## config.mk

```make
export PLATFORM = sky130hd
export DESIGN_NAME = best_k_cost_keeper
export DESIGN_NICKNAME = d
export VERILOG_FILES = /design/src/sv/bkck_pkg.sv /design/src/sv/best_k_cost_keeper.sv /design/src/sv/bkck_worst.sv
export SDC_FILE = /design/constraint.sdc
export NUM_CORES = 1
export LEC_CHECK = 0
export BUFFER_PORTS_ARGS = -buffer_cell sky130_fd_sc_hd__buf_2
export CORE_MARGIN = 4
export CORE_UTILIZATION = 56
export CTS_CLUSTER_DIAMETER = 120
export DETAILED_ROUTE_END_ITERATION = 7
export MAX_ROUTING_LAYER = met4
export PLACE_DENSITY = 0.79
export SLEW_MARGIN = 20
export SYNTH_ARGS = -nofsm -noshare
export SYNTH_HDL_FRONTEND = slang
export SYNTH_HIERARCHICAL = 1
export SYNTH_SLANG_ARGS = --single-unit
```

## constraint.sdc

```tcl
create_clock -name clk -period 7.5 [get_ports clk]
set_input_delay 1.5 -clock clk [delete_from_list [all_inputs] [get_ports clk]]
set_output_delay 1.5 -clock clk [all_outputs]
set_load 0.05 [all_outputs]
```

## src/sv/bkck_pkg.sv

```systemverilog
// Shared constants and types for the best-K cost keeper.
package bkck_pkg;

  localparam int MAX_KEEP = 16;
  localparam int SLOT_W   = (MAX_KEEP > 1) ? $clog2(MAX_KEEP) : 1;
  localparam int CNT_W    = $clog2(MAX_KEEP + 1);
  localparam int KEEP_W   = 5;
  localparam int EW       = (CNT_W > KEEP_W) ? CNT_W : KEEP_W;
  localparam int COST_W   = 32;
  localparam int TAG_W    = 16;
  localparam int MARGIN_W = 31;
  localparam int CFG_W    = 32;

  localparam logic REG_KEEP_COUNT    = 1'b0;
  localparam logic REG_ACCEPT_MARGIN = 1'b1;

  typedef struct packed {
    logic signed [COST_W-1:0] cost;
    logic [TAG_W-1:0]         tag;
  } slot_t;

endpackage

```

## src/sv/best_k_cost_keeper.sv

```systemverilog
// Top level of the best-K cost keeper: sequencer, slot memory and output register.
// An insert is checked against minus the margin on acceptance. A rejected or appended
// insert and an empty drain go straight to the output register. An insert into a full
// store scans every held slot through one comparator. A drain reads the slot memory one
// entry at a time (registered read, then output load). The input is stalled while an
// item is in work. A finished word waits in the output register, and the sequencer waits
// only when it has a new word and the register still holds one.
module best_k_cost_keeper (
  input  logic                                 clk,
  input  logic                                 rst,
  input  logic                                 in_valid,
  output logic                                 in_stall,
  input  logic                                 req_type,
  input  logic signed [bkck_pkg::COST_W-1:0]   cost,
  input  logic [bkck_pkg::TAG_W-1:0]           tag,
  output logic                                 out_valid,
  input  logic                                 out_stall,
  output logic                                 accepted,
  output logic                                 evicted,
  output logic [bkck_pkg::TAG_W-1:0]           evicted_tag,
  output logic                                 entry_valid,
  output logic signed [bkck_pkg::COST_W-1:0]   out_cost,
  output logic [bkck_pkg::TAG_W-1:0]           out_tag,
  output logic                                 last,
  input  logic                                 cfg_valid,
  output logic                                 cfg_ready,
  input  logic                                 cfg_index,
  input  logic [bkck_pkg::CFG_W-1:0]           cfg_data
);
  import bkck_pkg::*;

  localparam logic [2:0] S_IDLE   = 3'd0;
  localparam logic [2:0] S_SCAN   = 3'd1;
  localparam logic [2:0] S_DECIDE = 3'd2;
  localparam logic [2:0] S_EMIT   = 3'd3;
  localparam logic [2:0] S_DRD    = 3'd4;
  localparam logic [2:0] S_DWAIT  = 3'd5;

  logic [2:0]               state;
  logic [KEEP_W-1:0]        keep_count;
  logic [MARGIN_W-1:0]      accept_margin;
  logic [CNT_W-1:0]         held;
  logic [CNT_W-1:0]         idx;
  logic signed [COST_W-1:0] cur_cost;
  logic [TAG_W-1:0]         cur_tag;
  logic                     r_acc;
  logic                     r_ev;
  logic [TAG_W-1:0]         r_evtag;
  logic                     cmp_vld;
  logic                     cmp_first;
  logic [SLOT_W-1:0]        cmp_idx;

  slot_t             mem [MAX_KEEP];
  slot_t             rd_q;
  slot_t             wr_data;
  logic [SLOT_W-1:0] wr_addr;
  logic              wr_en;

  slot_t             worst;
  logic [SLOT_W-1:0] worst_idx;

  logic [EW-1:0]         keep_ext;
  logic [EW-1:0]         eff_keep;
  logic                  has_room;
  logic signed [COST_W:0] neg_margin;
  logic signed [COST_W:0] margin_ext;
  logic                  reject;
  logic                  replace;
  logic                  issue;
  logic                  out_free;
  logic                  out_load;
  logic                  accept_in;
  logic                  last_ent;

  assign cfg_ready = 1'b1;
  assign in_stall  = (state != S_IDLE);
  assign accept_in = in_valid && !in_stall;
  assign out_free  = !out_valid || !out_stall;
  assign out_load  = out_free && (state inside {S_EMIT, S_DWAIT});

  assign keep_ext = EW'(keep_count);
  assign eff_keep = (keep_count == '0) ? EW'(1) :
                    (keep_ext > EW'(MAX_KEEP)) ? EW'(MAX_KEEP) : keep_ext;
  assign has_room = EW'(held) < eff_keep;

  assign margin_ext = $signed({2'b00, accept_margin});
  assign neg_margin = -margin_ext;
  assign reject     = $signed({cost[COST_W-1], cost}) > neg_margin;
  assign replace    = ($signed({worst.cost[COST_W-1], worst.cost}) - margin_ext) >
                      $signed({cur_cost[COST_W-1], cur_cost});

  assign issue    = idx < held;
  assign last_ent = CNT_W'(idx + 1'b1) == held;

  always_comb begin
    wr_en   = 1'b0;
    wr_addr = held[SLOT_W-1:0];
    wr_data = '{cost: cost, tag: tag};
    if (state == S_IDLE && accept_in && !req_type && !reject && has_room) begin
      wr_en = 1'b1;
    end else if (state == S_DECIDE && replace) begin
      wr_en   = 1'b1;
      wr_addr = worst_idx;
      wr_data = '{cost: cur_cost, tag: cur_tag};
    end
  end

  always_ff @(posedge clk) begin
    if (wr_en) begin
      mem[wr_addr] <= wr_data;
    end
    rd_q <= mem[idx[SLOT_W-1:0]];
  end

  bkck_worst u_worst (
    .clk       (clk),
    .en        (cmp_vld),
    .first     (cmp_first),
    .cand      (rd_q),
    .cand_idx  (cmp_idx),
    .worst     (worst),
    .worst_idx (worst_idx)
  );

  always_ff @(posedge clk) begin
    if (rst) begin
      keep_count    <= KEEP_W'(16);
      accept_margin <= MARGIN_W'(66);
    end else if (cfg_valid && cfg_ready) begin
      case (cfg_index)
        REG_KEEP_COUNT:    keep_count    <= cfg_data[KEEP_W-1:0];
        REG_ACCEPT_MARGIN: accept_margin <= cfg_data[MARGIN_W-1:0];
        default: ;
      endcase
    end
  end

  always_ff @(posedge clk) begin
    if (rst) begin
      state     <= S_IDLE;
      held      <= '0;
      idx       <= '0;
      cmp_vld   <= 1'b0;
      out_valid <= 1'b0;
    end else begin
      if (out_valid && !out_stall && !out_load) begin
        out_valid <= 1'b0;
      end
      case (state)
        S_IDLE: begin
          if (accept_in) begin
            cur_cost <= cost;
            cur_tag  <= tag;
            r_acc    <= !req_type && !reject && has_room;
            r_ev     <= 1'b0;
            r_evtag  <= '0;
            idx      <= '0;
            cmp_vld  <= 1'b0;
            if (req_type) begin
              state <= (held == '0) ? S_EMIT : S_DRD;
            end else if (reject) begin
              state <= S_EMIT;
            end else if (has_room) begin
              held  <= held + 1'b1;
              state <= S_EMIT;
            end else begin
              state <= S_SCAN;
            end
          end
        end
        S_SCAN: begin
          cmp_vld   <= issue;
          cmp_first <= (idx == '0);
          cmp_idx   <= idx[SLOT_W-1:0];
          if (issue) begin
            idx <= idx + 1'b1;
          end else if (!cmp_vld) begin
            state <= S_DECIDE;
          end
        end
        S_DECIDE: begin
          r_acc   <= replace;
          r_ev    <= replace;
          r_evtag <= replace ? worst.tag : '0;
          state   <= S_EMIT;
        end
        S_EMIT: begin
          if (out_free) begin
            out_valid   <= 1'b1;
            accepted    <= r_acc;
            evicted     <= r_ev;
            evicted_tag <= r_evtag;
            entry_valid <= 1'b0;
            out_cost    <= '0;
            out_tag     <= '0;
            last        <= 1'b1;
            state       <= S_IDLE;
          end
        end
        S_DRD: begin
          state <= S_DWAIT;
        end
        S_DWAIT: begin
          if (out_free) begin
            out_valid   <= 1'b1;
            accepted    <= 1'b0;
            evicted     <= 1'b0;
            evicted_tag <= '0;
            entry_valid <= 1'b1;
            out_cost    <= rd_q.cost;
            out_tag     <= rd_q.tag;
            last        <= last_ent;
            if (last_ent) begin
              held  <= '0;
              idx   <= '0;
              state <= S_IDLE;
            end else begin
              idx   <= idx + 1'b1;
              state <= S_DRD;
            end
          end
        end
        default: state <= S_IDLE;
      endcase
    end
  end

endmodule

```

## src/sv/bkck_worst.sv

```systemverilog
// Shared comparator that tracks the worst (largest cost) slot during a scan.
module bkck_worst (
  input  logic                        clk,
  input  logic                        en,
  input  logic                        first,
  input  bkck_pkg::slot_t             cand,
  input  logic [bkck_pkg::SLOT_W-1:0] cand_idx,
  output bkck_pkg::slot_t             worst,
  output logic [bkck_pkg::SLOT_W-1:0] worst_idx
);
  import bkck_pkg::*;

  logic larger;

  assign larger = cand.cost > worst.cost;

  always_ff @(posedge clk) begin
    if (en && (first || larger)) begin
      worst     <= cand;
      worst_idx <= cand_idx;
    end
  end

endmodule

```

==> results.ini <==
[clock_network]
clkTransAtPathRegs_ns=0.07
ctsResizeCount=0
cts.sinks=1058
cts_made_buffers=101
root_buffer=clkbuf_16
h-tree-depth=3
cts_tree=yes
hold_buffers=0
insertion_delay_ns=0.68
post_cts_buffers=0
cts_max_path_buffers=3

[pwr]
ir_drop_v=0.0001772
cellLeakagePower_nw=16.92
pwr_density_cell_mw_per_mm2=257.6
p_total_w=0.01282

[global_routing]
grt_use_total=0.2695
grt_max_degree=137
grt_pass1_wl_um=158900
overflow=0
antenna_found_initial=2
grt_pass1_vias=24690

[logic_synthesis]
synth_seq_cells=1058
synth.most_common_cell=edfxtp_1
yosysSeqAreaShare=0.7002
synth-edff-count=959
synth_top_area_cell=edfxtp_1
avgSynthCellArea_um2=17.52
synth_cell_types=86
synth_area_leaders=edfxtp_1, mux4_2, dfxtp_1
synth_common_cells=edfxtp_1, mux4_2, nand2_1, ha_1, inv_1
synth_ff_type=edfxtp_1
ys_async_sr_fraction=0
syn-cell-area_mm2=0.04396
postSynthNetCount=2740
netlist_instances=2509
yosysTopAreaCellShare=0.6551
yosysWarnings=6

[drt]
drt_pass1_iterations=7
vias_per_cell=6.319
ant_nets=0
via_count=24300
drc=0
routed_wl_um=107600
drt-wirelength-per-cell_um=27.98
drtIter0Drc=2732

[timing]
rsz0062_at_grt=no
layout_worst_path_cycle_share=0.9199
fin_tns_setup_ns=0
finalSetupViolCount=0
layout_min_cycle_time_ns=6.899
slew_headroom=0.2241
finalWorstSetupSlack_ns=0.6007
max_freq_mhz=144.9
skew_ns=0.05727
drv_slew=0
hold_viol=0
worstMarginPinSlew_ns=1.156

[final_layout]
drive_gt1_frac=0.2422
finalNetCount=2947
nFillCells=5248
area_growth_pct=13.21
finalInstanceArea_mm2=0.04976

[worst_setup_path]
crit_fanout=19
crit_slowest_cell=o22ai_4
end_kind=register
path_cells=nor4_1 > nand2_1 > nor2_1 > nand3_1 > nor3_1 > nand2_1 > nor4_1 > xnor2_1 > ha_1 > nand4_1 > nor4_4 > a41oi_1 > a211o_1 > o21ai_4 > o211ai_1 > a21boi_1 > buf_4 > o22ai_4 > buf_4
arrival_ns=7.24
crit_required_ns=7.84
critical_path_class=reg2reg
r2r_start=accept_margin[6]
max_stage_delay_ns=0.76
reg2regPathDepth=19
start_kind=register
r2r_setup_slack_ns=0.60
r2r-end=mem[14][39]

[worst_hold_path]
hold-path-endpoint=u_worst/worst_idx[3]
hold_depth=0
min-delay-start=cmp_idx[3]
holdCritPathClass=reg2reg

[floorplan]
chipWidth_um=288.2
die_y_um=288.2
placement_rows=102
io_pins=158
start_util=0.5665
die_area_mm2=0.08304
core_mm2=0.07759

[run_status]
status=finished clean

[job]
cap_viol_max_count=0

[placed_design]
place_area_mm2=0.04641
io_buffer_count=155
place_hpwl_um=62950
place_congestion=0.9113
pre_cts_ws_ns=0.5967

stage by stage:
stage / instances / hold slack, ns / utilization
3_3_place_gp: 3652 / 0.4007 / 0.5981
4_1_cts: 3843 / 0.4198 / 0.6402
2_1_floorplan: 2509 / 0.4003 / -
6_report: 3846 / 0.4236 / 0.6413
5_1_grt: 3844 / 0.4247 / 0.6413
3_5_place_dp: 3652 / 0.4045 / 0.5981
power by group:
part / total (W) / internal [W] / switching [W] / leakage, nW
clock: 0.00499 / 0.00280 / 0.00219 / 1.59
combinational: 0.00104 / 0.000341 / 0.000697 / 5.82
sequential: 0.00679 / 0.00671 / 0.0000760 / 9.51
cell type report:
cell class	instances	area (um2)	share of cell area
clock buffer	147	2820	0.05667
inverter	125	469.2	0.009429
timing repair buffer	210	1321	0.02655
antenna	2	5.005	0.0001006
clock inverter	44	440.4	0.008850
multi-input combinational	1220	12610	0.2535
tap	1040	1301	0.02615
sequential	1058	30790	0.6188
cell usage in the layout (no fill, tap or decap), drive strengths merged, types with 37 or more instances in the layout:
cell,instances
dfxtp,99
inv,131
buf,210
nand2,155
nor2,59
clkbuf,147
mux4,240
and3,52
edfxtp,959
ha,143
xnor2,43
a21oi,94
and2,37
o21ai,73
logic make-up after synthesis:
group	after synthesis	synth area share
DFF	1058	0.7002
muxes	265	0.1292
buffers and inverters	231	0.02010
adders and majority gates	144	0.04116
xor gates and xnor gates	57	0.01136
other	1	0.00008531
and+or+nand+nor	447	0.05229
AOI/OAI and AO/OA	306	0.04563
state kept, by name, summed over array words and instances, names as in the netlist, 16 cells and up:
name	count
mem	768
rd_q	48
u_worst/worst	48
cur_cost	32
out_cost	32
accept_margin	31
cur_tag	16
evicted_tag	16
out_tag	16
r_evtag	16
critical path: cells and delay by family, from the launching register on:
kind            cells  cell delay, ns
simple gates        9            2.90
compound gates      6            2.29
buf+inv             2            0.60
flops               1            0.36
fa+ha+maj           1            0.30
xor+xnor            1            0.11
how the worst max path moves through the flow:
stage | startpoint | endpoint | slack [ns] | cells after the start
2_1_floorplan | rst | accepted | 0.43 | 3
3_3_place_gp | accept_margin[6] | mem[15][43] | 0.73 | 19
3_5_place_dp | accept_margin[2] | mem[14][44] | 0.60 | 19
4_1_cts | accept_margin[6] | mem[14][40] | 0.56 | 19
5_1_grt | accept_margin[6] | mem[15][39] | 0.27 | 19
6_report | accept_margin[6] | mem[14][39] | 0.60 | 19
metal layers:
metal	wire [um]	share of wire	up-vias	global-route usage
li1	-	-	10360	-
met1	41300	0.38	12420	0.3603
met2	53500	0.50	1273	0.4374
met3	9322	0.087	246	0.03844
met4	3480	0.032	0	0.08315
met5	0	0	-	-
(Power assumes the default switching activity.)
